<file path="src/design/nfcs_pkg.sv">
package nfcs_pkg;

  // Widths of the item and result fields
  localparam int OPCODE_W = 3;
  localparam int POS_W    = 23;
  localparam int SIZE_W   = 24;
  localparam int WADDR_W  = 22;
  localparam int DATA_W   = 16;
  localparam int WAIT_W   = 15;
  localparam int STEP_W   = 3;

  // Operation codes
  localparam logic [OPCODE_W-1:0] OP_READ   = 3'd0;
  localparam logic [OPCODE_W-1:0] OP_PROG   = 3'd1;
  localparam logic [OPCODE_W-1:0] OP_SECTOR = 3'd2;
  localparam logic [OPCODE_W-1:0] OP_BLOCK  = 3'd3;
  localparam logic [OPCODE_W-1:0] OP_SEEK   = 3'd4;

  // Bus sequence kinds handed from front to back
  localparam int KIND_W = 3;
  localparam logic [KIND_W-1:0] KIND_NOBUS  = 3'd0;
  localparam logic [KIND_W-1:0] KIND_READ   = 3'd1;
  localparam logic [KIND_W-1:0] KIND_PROG   = 3'd2;
  localparam logic [KIND_W-1:0] KIND_SECTOR = 3'd3;
  localparam logic [KIND_W-1:0] KIND_BLOCK  = 3'd4;

  // Status codes
  localparam logic STATUS_OK  = 1'b0;
  localparam logic STATUS_ERR = 1'b1;

  // Flash geometry and command set
  localparam logic [SIZE_W-1:0]  POS_LIMIT    = 24'd8388608;
  localparam logic [SIZE_W-1:0]  WORD_STEP    = 24'd2;
  localparam int                 SECTOR_BYTES = 4096;
  localparam int                 BLOCK_BYTES  = 65536;
  localparam int                 SECTOR_LSB   = $clog2(SECTOR_BYTES);
  localparam int                 BLOCK_LSB    = $clog2(BLOCK_BYTES);
  localparam logic [WADDR_W-1:0] UNLOCK_A     = 22'h005555;
  localparam logic [WADDR_W-1:0] UNLOCK_B     = 22'h002AAA;
  localparam logic [DATA_W-1:0]  CMD_AA       = 16'h00AA;
  localparam logic [DATA_W-1:0]  CMD_55       = 16'h0055;
  localparam logic [DATA_W-1:0]  CMD_80       = 16'h0080;
  localparam logic [DATA_W-1:0]  CMD_A0       = 16'h00A0;
  localparam logic [DATA_W-1:0]  CMD_BLOCK    = 16'h0050;
  localparam logic [DATA_W-1:0]  CMD_SECTOR   = 16'h0030;
  localparam logic [WAIT_W-1:0]  WAIT_PROG    = 15'd10;
  localparam logic [WAIT_W-1:0]  WAIT_ERASE   = 15'd25000;

  // Queue depth between front and back
  localparam int QDEPTH = 2;
  localparam int QPTR_W = $clog2(QDEPTH);
  localparam int QCNT_W = $clog2(QDEPTH + 1);

  typedef struct packed {
    logic [KIND_W-1:0]  kind;
    logic [WADDR_W-1:0] addr;
    logic [DATA_W-1:0]  data;
    logic               status;
    logic [POS_W-1:0]   position;
  } op_t;

  typedef struct packed {
    logic               bus_valid;
    logic               bus_write;
    logic [WADDR_W-1:0] bus_word_addr;
    logic [DATA_W-1:0]  bus_data;
    logic               status;
    logic [POS_W-1:0]   position;
    logic [WAIT_W-1:0]  wait_us;
    logic               last;
  } res_t;

  function automatic res_t bus_cycle(logic [WADDR_W-1:0] addr, logic [DATA_W-1:0] data,
                                     logic [POS_W-1:0] position,
                                     logic [WAIT_W-1:0] wait_us, logic last);
    res_t r;
    r.bus_valid     = 1'b1;
    r.bus_write     = 1'b1;
    r.bus_word_addr = addr;
    r.bus_data      = data;
    r.status        = STATUS_OK;
    r.position      = position;
    r.wait_us       = wait_us;
    r.last          = last;
    return r;
  endfunction

  // One result of an operation's bus sequence, selected by step
  function automatic res_t seq_result(op_t op, logic [STEP_W-1:0] step);
    res_t             r;
    logic [DATA_W-1:0] erase_cmd;
    r = '0;
    r.position = op.position;
    erase_cmd = (op.kind == KIND_BLOCK) ? CMD_BLOCK : CMD_SECTOR;
    unique case (op.kind)
      KIND_READ: begin
        r.bus_valid     = 1'b1;
        r.bus_word_addr = op.addr;
        r.last          = 1'b1;
      end
      KIND_PROG: begin
        unique case (step)
          3'd0: r = bus_cycle(UNLOCK_A, CMD_AA, op.position, '0, 1'b0);
          3'd1: r = bus_cycle(UNLOCK_B, CMD_55, op.position, '0, 1'b0);
          3'd2: r = bus_cycle(UNLOCK_A, CMD_A0, op.position, '0, 1'b0);
          default: r = bus_cycle(op.addr, op.data, op.position, WAIT_PROG, 1'b1);
        endcase
      end
      KIND_SECTOR, KIND_BLOCK: begin
        unique case (step)
          3'd0: r = bus_cycle(UNLOCK_A, CMD_AA, op.position, '0, 1'b0);
          3'd1: r = bus_cycle(UNLOCK_B, CMD_55, op.position, '0, 1'b0);
          3'd2: r = bus_cycle(UNLOCK_A, CMD_80, op.position, '0, 1'b0);
          3'd3: r = bus_cycle(UNLOCK_A, CMD_AA, op.position, '0, 1'b0);
          3'd4: r = bus_cycle(UNLOCK_B, CMD_55, op.position, '0, 1'b0);
          default: r = bus_cycle(op.addr, erase_cmd, op.position, WAIT_ERASE, 1'b1);
        endcase
      end
      default: begin
        r.status = op.status;
        r.last   = 1'b1;
      end
    endcase
    return r;
  endfunction

endpackage

</file>
<file path="src/design/nfcs_front.sv">
module nfcs_front (
  input  logic                         clk,
  input  logic                         rst_n,
  input  logic                         cfg_valid,
  input  logic [nfcs_pkg::SIZE_W-1:0]  cfg_data,
  input  logic                         push,
  input  logic [nfcs_pkg::OPCODE_W-1:0] opcode,
  input  logic [nfcs_pkg::POS_W-1:0]   target_addr,
  input  logic [nfcs_pkg::DATA_W-1:0]  write_data,
  output nfcs_pkg::op_t                op
);

  logic [nfcs_pkg::SIZE_W-1:0] flash_size_r;
  logic [nfcs_pkg::POS_W-1:0]  offset_r, offset_nxt;
  logic [nfcs_pkg::SIZE_W-1:0] eff_size, next_pos;
  logic [nfcs_pkg::POS_W-1:0]  adv_pos;
  logic                        pos_bad, tgt_bad;

  assign eff_size = (flash_size_r > nfcs_pkg::POS_LIMIT) ? nfcs_pkg::POS_LIMIT : flash_size_r;
  assign pos_bad  = {1'b0, offset_r} >= eff_size;
  assign tgt_bad  = {1'b0, target_addr} >= eff_size;
  assign next_pos = {1'b0, offset_r} + nfcs_pkg::WORD_STEP;
  assign adv_pos  = (next_pos >= eff_size) ? '0 : next_pos[nfcs_pkg::POS_W-1:0];

  always_comb begin
    op          = '0;
    op.position = offset_r;
    offset_nxt  = offset_r;
    unique case (opcode)
      nfcs_pkg::OP_READ, nfcs_pkg::OP_PROG: begin
        if (pos_bad) begin
          op.kind     = nfcs_pkg::KIND_NOBUS;
          op.status   = nfcs_pkg::STATUS_ERR;
          op.position = '0;
          offset_nxt  = '0;
        end else begin
          op.kind     = (opcode == nfcs_pkg::OP_READ) ? nfcs_pkg::KIND_READ
                                                      : nfcs_pkg::KIND_PROG;
          op.addr     = offset_r[nfcs_pkg::POS_W-1:1];
          op.data     = write_data;
          op.position = adv_pos;
          offset_nxt  = adv_pos;
        end
      end
      nfcs_pkg::OP_SECTOR: begin
        if (tgt_bad || (target_addr[nfcs_pkg::SECTOR_LSB-1:0] != '0)) begin
          op.status = nfcs_pkg::STATUS_ERR;
        end else begin
          op.kind = nfcs_pkg::KIND_SECTOR;
          op.addr = target_addr[nfcs_pkg::POS_W-1:1];
        end
      end
      nfcs_pkg::OP_BLOCK: begin
        if (tgt_bad || (target_addr[nfcs_pkg::BLOCK_LSB-1:0] != '0)) begin
          op.status = nfcs_pkg::STATUS_ERR;
        end else begin
          op.kind = nfcs_pkg::KIND_BLOCK;
          op.addr = target_addr[nfcs_pkg::POS_W-1:1];
        end
      end
      nfcs_pkg::OP_SEEK: begin
        if (tgt_bad) begin
          op.status = nfcs_pkg::STATUS_ERR;
        end else begin
          op.position = target_addr;
          offset_nxt  = target_addr;
        end
      end
      default: begin
        op.status = nfcs_pkg::STATUS_ERR;
      end
    endcase
  end

  always_ff @(posedge clk) begin
    if (!rst_n) begin
      flash_size_r <= nfcs_pkg::POS_LIMIT;
      offset_r     <= '0;
    end else begin
      if (cfg_valid) begin
        flash_size_r <= cfg_data;
      end
      if (push) begin
        offset_r <= offset_nxt;
      end
    end
  end

endmodule

</file>
<file path="src/design/nfcs_queue.sv">
module nfcs_queue (
  input  logic          clk,
  input  logic          rst_n,
  input  logic          push,
  input  nfcs_pkg::op_t push_op,
  input  logic          pop,
  output logic          full,
  output logic          empty,
  output nfcs_pkg::op_t head
);

  nfcs_pkg::op_t                 mem_r [nfcs_pkg::QDEPTH];
  logic [nfcs_pkg::QPTR_W-1:0]   wr_ptr_r, rd_ptr_r;
  logic [nfcs_pkg::QCNT_W-1:0]   count_r, count_nxt;

  assign full  = (count_r == nfcs_pkg::QCNT_W'(nfcs_pkg::QDEPTH));
  assign empty = (count_r == '0);
  assign head  = mem_r[rd_ptr_r];

  always_comb begin
    count_nxt = count_r;
    if (push && !pop) begin
      count_nxt = count_r + 1'b1;
    end else if (pop && !push) begin
      count_nxt = count_r - 1'b1;
    end
  end

  always_ff @(posedge clk) begin
    if (push) begin
      mem_r[wr_ptr_r] <= push_op;
    end
  end

  always_ff @(posedge clk) begin
    if (!rst_n) begin
      wr_ptr_r <= '0;
      rd_ptr_r <= '0;
      count_r  <= '0;
    end else begin
      if (push) begin
        wr_ptr_r <= wr_ptr_r + 1'b1;
      end
      if (pop) begin
        rd_ptr_r <= rd_ptr_r + 1'b1;
      end
      count_r <= count_nxt;
    end
  end

endmodule

</file>
<file path="src/design/nfcs_back.sv">
module nfcs_back (
  input  logic           clk,
  input  logic           rst_n,
  input  logic           op_valid,
  input  nfcs_pkg::op_t  op,
  output logic           pop,
  output logic           res_valid,
  input  logic           res_ready,
  output nfcs_pkg::res_t res
);

  logic [nfcs_pkg::STEP_W-1:0] step_r, step_nxt;
  logic                        valid_r, valid_nxt;
  nfcs_pkg::res_t              res_r;
  nfcs_pkg::res_t              cur;
  logic                        load;

  assign cur  = nfcs_pkg::seq_result(op, step_r);
  assign load = op_valid && (!valid_r || res_ready);
  assign pop  = load && cur.last;

  always_comb begin
    step_nxt  = step_r;
    valid_nxt = valid_r;
    if (load) begin
      valid_nxt = 1'b1;
      step_nxt  = cur.last ? '0 : step_r + 1'b1;
    end else if (res_ready) begin
      valid_nxt = 1'b0;
    end
  end

  always_ff @(posedge clk) begin
    if (load) begin
      res_r <= cur;
    end
  end

  always_ff @(posedge clk) begin
    if (!rst_n) begin
      step_r  <= '0;
      valid_r <= 1'b0;
    end else begin
      step_r  <= step_nxt;
      valid_r <= valid_nxt;
    end
  end

  assign res_valid = valid_r;
  assign res       = res_r;

endmodule

</file>
<file path="src/design/nor_flash_command_sequencer.sv">
// An accepted transaction is written into the operation queue, and the back end then registers
// its first result. One result per cycle from the back end's sequence step counter while the
//   output is not stalled; an item gives one result (read, seek, error), four (program) or six (erase).
// The input stays ready while the two-entry operation queue has room.
// Reset (rst_n low at a clock edge): position 0, flash size 8 MiB, queue and output empty.
module nor_flash_command_sequencer (
  input  logic        clk,
  input  logic        rst_n,
  // Configuration: flash_size in bytes
  input  logic        cfg_valid,
  output logic        cfg_ready,
  input  logic [23:0] cfg_data,
  // Operations
  input  logic        in_tvalid,
  output logic        in_tready,
  input  logic [47:0] in_tdata,   // opcode[2:0], target_addr[25:3], write_data[41:26], zero
  // Bus sequence results
  output logic        out_tvalid,
  input  logic        out_tready,
  output logic [79:0] out_tdata,  // bus_valid[0], bus_write[1], bus_word_addr[23:2],
                                  // bus_data[39:24], status[40], position[63:41],
                                  // wait_us[78:64], zero[79]
  output logic        out_tlast
);

  nfcs_pkg::op_t  push_op, head_op;
  nfcs_pkg::res_t res;
  logic           push, pop, q_full, q_empty;

  // Configuration writes are always taken; the user only writes while idle.
  assign cfg_ready = 1'b1;

  // Accept a transaction whenever the queue has room.
  assign in_tready = !q_full;
  assign push      = in_tvalid && in_tready;

  // Front: classify the operation, check range and alignment, advance the position.
  nfcs_front u_front (
    .clk         (clk),
    .rst_n       (rst_n),
    .cfg_valid   (cfg_valid),
    .cfg_data    (cfg_data),
    .push        (push),
    .opcode      (in_tdata[2:0]),
    .target_addr (in_tdata[25:3]),
    .write_data  (in_tdata[41:26]),
    .op          (push_op)
  );

  // Hold classified operations until the back end is free.
  nfcs_queue u_queue (
    .clk     (clk),
    .rst_n   (rst_n),
    .push    (push),
    .push_op (push_op),
    .pop     (pop),
    .full    (q_full),
    .empty   (q_empty),
    .head    (head_op)
  );

  // Back: step through the unlock and command cycles, one result per cycle unless stalled.
  nfcs_back u_back (
    .clk       (clk),
    .rst_n     (rst_n),
    .op_valid  (!q_empty),
    .op        (head_op),
    .pop       (pop),
    .res_valid (out_tvalid),
    .res_ready (out_tready),
    .res       (res)
  );

  assign out_tdata = {1'b0, res.wait_us, res.position, res.status, res.bus_data,
                      res.bus_word_addr, res.bus_write, res.bus_valid};
  assign out_tlast = res.last;

  // An error result never carries a bus cycle and always ends its operation.
  a_err_single: assert property (@(posedge clk) disable iff (!rst_n)
    out_tvalid && out_tdata[40] |-> out_tlast && !out_tdata[0])
    else $error("error result with bus cycle or not last");

  // Wait time appears on the final result only.
  a_wait_last: assert property (@(posedge clk) disable iff (!rst_n)
    out_tvalid && !out_tlast |-> out_tdata[78:64] == '0)
    else $error("wait time on a non-final result");

  // The back end only pops an operation that is present in the queue.
  a_pop_nonempty: assert property (@(posedge clk) disable iff (!rst_n)
    pop |-> !q_empty)
    else $error("queue pop while empty");

  // A stalled output holds while the queue drains no entry.
  a_stall_no_pop: assert property (@(posedge clk) disable iff (!rst_n)
    out_tvalid && !out_tready |-> !pop)
    else $error("operation popped while output stalled");

endmodule
</file>
<file path="config.mk">
export PLATFORM = sky130hd
export DESIGN_NAME = nor_flash_command_sequencer
export DESIGN_NICKNAME = d
export VERILOG_FILES = /design/src/design/nfcs_pkg.sv /design/src/design/nfcs_front.sv /design/src/design/nfcs_queue.sv /design/src/design/nfcs_back.sv /design/src/design/nor_flash_command_sequencer.sv
export SDC_FILE = /design/constraint.sdc
export NUM_CORES = 1
export LEC_CHECK = 0
export BUFFER_PORTS_ARGS = -buffer_cell sky130_fd_sc_hd__buf_2
export CORE_MARGIN = 5
export CORE_UTILIZATION = 33
export DETAILED_ROUTE_END_ITERATION = 16
export PLACE_DENSITY_LB_ADDON = 0.15
export SETUP_SLACK_MARGIN = 0.05
export SYNTH_ARGS = -nofsm -noshare
export SYNTH_HDL_FRONTEND = slang
export SYNTH_SLANG_ARGS = --single-unit
</file>
<file path="constraint.sdc">
create_clock -name clk -period 6.3 [get_ports clk]
set_clock_uncertainty 0.15 [all_clocks]
set_input_delay 0.315 -clock clk [delete_from_list [all_inputs] [get_ports clk]]
set_output_delay 0.315 -clock clk [all_outputs]
set_load 0.1 [all_outputs]
</file>
# Yosys cells after proc, flatten, opt, wreduce, memory -nomap -nowiden
# Memory sizes are Yosys's and may differ from the RTL's. A register that Yosys moved wholly into a read port is not among the register bits.
# Cells that the tools add are included.
[op_classes]
addsub = 6
magnitude_cmp = 4
n_eq_ne = 13
muxes = 36
reduce_logical = 24
[op_table]
columns = ["operator", "count"]
rows = [
  ["$pmux W78 S3", 2],
  ["$pmux W38 S2", 1],
  ["$pmux W25 S3", 1],
  ["$mux W23", 3],
  ["$pmux W22 S3", 1],
  ["$ge A23 B24 Y1", 2],
  ["$mux W24", 2],
  ["$pmux W23 S2", 1],
  ["$mux W38", 1],
  ["$pmux W16 S2", 1],
  ["$mux W25", 1],
  ["$add A23 B2 Y24 const B", 1],
  ["$ge A24 B24 Y1", 1],
  ["$gt A24 B24 Y1 const B", 1],
  ["$eq A3 B2 Y1 const B", 6],
  ["$mux W16", 1],
  ["$reduce_bool A16 Y1", 1],
  ["$reduce_bool A12 Y1", 1],
  ["$mux W1", 10],
  ["$eq A3 B1 Y1 const B", 3],
  ["$eq A3 B3 Y1 const B", 3],
  ["$reduce_or A2 Y1", 4],
  ["$mux W7", 1],
  ["$logic_not A3 Y1", 2],
  ["other kinds (15)", 32],
]
[word_totals]
reg_bits = 135
ramBits = 130
in_bits = 77
wordCells = 99
mem_count = 1
[mem_list]
columns = ["memory", "depth", "word_bits", "read_ports", "rd_ports_with_merged_regs", "wr", "line", "rtl"]
rows = [
  ["u_queue.mem_r", 2, 65, 1, 1, 1, "nfcs_queue.sv:12", "nfcs_pkg::op_t mem_r [nfcs_pkg::QDEPTH];"],
]

# Longest topological paths before layout
[logic_depth]
word_depth = 8
ltp_mapped = 17

# Cells and area by module
# From an unflattened synthesis, not the netlist that was laid out.
[hier_totals]
hier_cells = 1042
area_unflattened_um2 = 12767.2
[modules_own_cells]
columns = ["mod", "n_inst", "cells_per_inst", "area_each_um2", "seq_area_each_um2"]
rows = [
  ["nfcs_queue", 1, 224, 4923.5, 4003.8],
  ["nfcs_front", 1, 607, 4718.3, 940.9],
  ["nfcs_back", 1, 204, 3089.2, 2122.0],
  ["nor_flash_command_sequencer", 1, 7, 36.3, 0.0],
]

# Worst setup path before layout
# No wires, ideal clock.
[synth_path]
path_kind = "register -> register"
startpoint = "reg u_back.valid_r, in the netlist u_back.res_valid"
endpoint = "reg u_queue.count_r[1] in the netlist's numbering"
setup_time_ps = 72
arrival_time_ps = 5435
setup_slack_ps = 643
stages_incl_launch_ff = 7
n_path_buf = 0
synth_period_minus_slack_ps = 5657
cell_sequence = "dfxtp_1 nor2b_1 nor2_1 nand2_1 ha_1 or3_1 a21oi_1"
[synth_between]
elab_chain_cells = 7
elab_cells_between_ends = 9
classes_between = "mux (1); reduce/logical (8)"
[synth_rtl]
columns = ["element", "line", "rtl"]
rows = [
  ["start: declaration", "nfcs_back.sv:13", "logic valid_r, valid_nxt;"],
  ["start signal: assignment", "nfcs_back.sv:45", "valid_r <= valid_nxt;"],
  ["$logic_not A1 Y1 *", "nfcs_back.sv:19", "assign load = op_valid && (!valid_r || res_ready);"],
  ["$logic_or A1 B1 Y1 *", "nfcs_back.sv:19", ""],
  ["$logic_and A1 B1 Y1 *", "nfcs_back.sv:19", ""],
  ["named net u_back.load", "nfcs_back.sv:16", "logic load;"],
  ["$logic_and A1 B1 Y1 *", "nfcs_back.sv:20", "assign pop = load && cur.last;"],
  ["$logic_not A1 Y1", "nfcs_queue.sv:22", "if (push && !pop) begin"],
  ["$logic_and A1 B1 Y1", "nfcs_queue.sv:22", ""],
  ["$mux W2 / $reduce_bool A2 Y1 (equally long branches)", "n/a", ""],
  ["end signal: assignment", "nfcs_queue.sv:47", "count_r <= count_nxt;"],
  ["end: declaration", "nfcs_queue.sv:14", "logic [nfcs_pkg::QCNT_W-1:0] count_r, count_nxt;"],
]
# The timed path passes the listed nets; every way through them passes the cells marked *.
# A chain may end at the register's enable or synchronous reset.

# Final worst setup path
[layout_path]
startpoint = "reg u_front.flash_size_r[23] in the netlist's numbering"
endpoint = "reg u_front.offset_r[20] in the netlist's numbering"
[layout_between]
elab_chain_cells = 6
elab_cells_between_ends = 9
classes_between = "order compare (4); mux (5)"
[layout_rtl]
columns = ["element", "line", "rtl"]
rows = [
  ["start: declaration", "nfcs_front.sv:13", "logic [nfcs_pkg::SIZE_W-1:0] flash_size_r;"],
  ["start signal: assignment", "nfcs_front.sv:77", "flash_size_r <= nfcs_pkg::POS_LIMIT;"],
  ["start signal: assignment", "nfcs_front.sv:81", "flash_size_r <= cfg_data;"],
  ["$gt A24 B24 Y1", "nfcs_front.sv:19", "assign eff_size = (flash_size_r > nfcs_pkg::POS_LIMIT) ? nfcs_pkg::POS_LIMIT : flash_size_r;"],
  ["$mux W24 *", "nfcs_front.sv:19", ""],
  ["$ge A24 B24 Y1", "nfcs_front.sv:23", "assign adv_pos = (next_pos >= eff_size) ? '0 : next_pos[nfcs_pkg::POS_W-1:0];"],
  ["$mux W23", "nfcs_front.sv:23", ""],
  ["$mux W23", "nfcs_front.sv:31", "if (pos_bad) begin"],
  ["$pmux W23 S2 *", "n/a", ""],
  ["end signal: assignment", "nfcs_front.sv:84", "offset_r <= offset_nxt;"],
  ["end: declaration", "nfcs_front.sv:14", "logic [nfcs_pkg::POS_W-1:0] offset_r, offset_nxt;"],
]
# Mark *: on every way between the ends. The rest lies on a longest branch, timed or not.

==> flow_summary.ini <==
[clocking]
clock_sink_count = 254
post_cts_resized = 0
cts_tree = built
cts-htree-levels = 1
insertion_delay_ns = 0.56
clk_transition_reported_paths_ns = 0.06
cts_buffer_depth = 3
cts.hold.buffers_added = 50
cts_buffers = 29
cts_setup_buffers = 0
cts-root-buf = clkbuf_16

[sta]
max_slew_margin_pct = 25.4
max_freq_mhz = 196
rsz0062_at_grt = false
setup_viol = 0
report.final.slew_viol_count = 0
hold_violations = 0
worstMarginPinSlew_ns = 1.11
tns_ns = 0
fin_crit_sh_pct = 80.9
period_needed_ns = 5.10

[run_status]
status = complete, no violations

[layout]
final_common_cell = edfxtp_1
drive_gt1_share_pct = 19.0
nets = 1400
syn2layout_area_growth_pct = 21.5
layout.cells.most_common_list = 198 x edfxtp_1, 144 x buf_2, 110 x nand2_1

[die]
fp.dieArea_um2 = 41500
start_util_pct = 33.1
core-area_um2 = 37400
io-pin-count = 161
std_cell_rows = 71
die_w_um = 204
die_h_um = 204

[grt]
grt_pass1_vias = 8589
grt_pass1_wl_mm = 50.8
grt_usage_pct = 15.5
overflow = 0
grt_max_degree = 74
antenna_found_initial = 3

[power]
vdd.ir_drop.worst_mv = 0.185
p_total_mw = 7.25
powerDensity_nw_per_um2 = 481
leakage_nw = 5.80

[setup_path]
cpMaxStageDelayCell = and4_1
crit_buf_inv = 3
cp_top_family = simple AND/OR/NAND/NOR gates
startpoint = u_front.flash_size_r[23]
crit_fanout = 22
critPathArrivalTime_ns = 5.39
end_kind = flip-flop
crit_path_max_incr_delay_ns = 0.74
path_common_cell = a31oi_1
worst-endpoint-required_ns = 6.59
r2r_start = u_front.flash_size_r[23]
worstPathCellList = inv_1 > nor4_1 > nand4_1 > o21ai_0 > buf_4 > nand2_1 > ha_1 > a211o_1 > a31oi_1 > o41ai_1 > a31oi_1 > and4_1 > buf_4 > and2_0 > a22oi_1 > a31oi_1
start_kind = flip-flop
path_class = flip-flop to flip-flop

[synthesis]
ys_async_sr_fraction_pct = 0
synth_area_um2 = 12400
synth-edff-count = 198
seq_area_frac_synth_pct = 57.0
postSynthAreaPerCell_um2 = 11.7
yosys_warnings = 0
synth_flop_cell = edfxtp_1
synthDistinctLibCells = 59
ys_ff_latch = 254
synth_top_cell_area_share_pct = 48.0
synth_largest_area_cell = edfxtp_1
syn_inst = 1063
synthTopCellsByArea = edfxtp_1 48%, dfxtp_1 9.0%, ha_1 7.7%

[detailed_routing]
dr.pass1.iters = 8
vias = 8666
drtIter0Drc = 488
drc = 0
wl_per_cell_um = 18.4
vias_per_cell = 4.86
ant_nets = 0
wl_mm = 32.9

[hold_path]
worstHoldStart = in_tdata[19]
hold_class = input pin to flip-flop

[placement]
portBuffers = 144
hpwl_mm = 23.5
gp_congestion = 0.885

[job]
drv_cap = 0
-- Yosys cell counts (all sizes together) (6+ instances only) --
cell    count
mux2i      56
nor3       12
mux2       28
nand4      15
xor2        6
or3         6
a21oi      46
edfxtp    198
nand2     110
a211oi     13
dfxtp      56
ha         76
and2       30
nor2b      16
nand2b      9
a21o        8
inv        15
a22o       11
xnor2      15
a31oi      15
buf        25
a221o       7
o21ai      66
clkbuf     33
nand3      17
nor4       11
nor2      101
-- routing by layer --
| metal | global-route usage (%) | vias up | share of wire, % |
|---|---|---|---|
| met1 | 22.5 | 4115 | 48 |
| met5 | 0 | - | 0.082 |
| met3 | 2.39 | 45 | 4.4 |
| met2 | 24.6 | 197 | 46 |
| met4 | 3.85 | 4 | 2.0 |
| li1 | - | 4305 | - |
-- cell families (layout without fill, tap and decap cells) --
kind of cell | after synthesis | count (layout) | synth area share [%]
flops | 254 | 254 | 57.0
mux | 84 | 84 | 7.07
fa+ha+maj | 76 | 76 | 7.67
other cells | 2 | 11 | 0.0606
simple gates | 348 | 348 | 13.5
xor+xnor | 21 | 21 | 1.48
buf+inv | 74 | 273 | 2.74
compound gates | 204 | 204 | 10.5
-- registers in the layout (all words and copies together) (netlist names), named ones only --
name                  cells
u_queue.mem_r           130
u_queue.rd_ptr_r          1
u_back.res               68
u_queue.wr_ptr_r          1
u_front.flash_size_r     24
u_back.step_r             3
u_queue.count_r           2
u_back.res_valid          1
u_front.offset_r         23
-- worst reg2reg max path: stages (launching register included) --
cell and delay (ns):
dfxtp_1 0.44, inv_1 0.25, nor4_1 0.37, nand4_1 0.12, o21ai_0 0.17, buf_4 0.21, nand2_1 0.14, ha_1 0.32
a211o_1 0.29, a31oi_1 0.15, o41ai_1 0.12, a31oi_1 0.43, and4_1 0.74, buf_4 0.38, and2_0 0.42, a22oi_1 0.13
a31oi_1 0.18
-- path summary, 6_finish.rpt --
| kind | depth (start not counted) | slack (ns) | endpoint |
|---|---|---|---|
| worst min register to register | 2 | 0.35 | u_queue.rd_ptr_r |
| worst min-delay path | 3 | 0.04 | u_queue.mem_r[1][16] |
| worst max register to register | 16 | 1.20 | u_front.offset_r[20] |
| worst max-delay path | 16 | 1.20 | u_front.offset_r[20] |
-- layout make-up --
type	instances	area, µm²
diodes	1	2.50
clock buffers	46	860
clock inverters	8	97.6
fillers	3595	22300
inverters	16	60.1
multi-input cells	743	5040
flip-flops and latches	254	7070
well taps	511	639
repair buffers	203	1290
-- report_power, final --
part | internal [mW] | total, mW | switching, mW
clock | 1.01 | 1.67 | 0.658
combinational | 0.563 | 3.04 | 2.48
sequential | 2.37 | 2.54 | 0.170
total | 3.94 | 7.25 | 3.30
-- stage by stage --
stage,area [µm²],utilization (%),setup WS [ns],instances,hold WS [ns]
floorplan,12400,-,0.643,1071,0.295
global placement,13600,36.4,1.25,1677,0.336
detailed placement,13600,36.4,1.20,1677,0.340
CTS,15100,40.2,1.20,1781,0.00967
global route,15100,40.3,0.801,1782,0.0350
finish,15100,40.3,1.20,1782,0.0356
No activity file was read; power rests on OpenSTA's default activity.
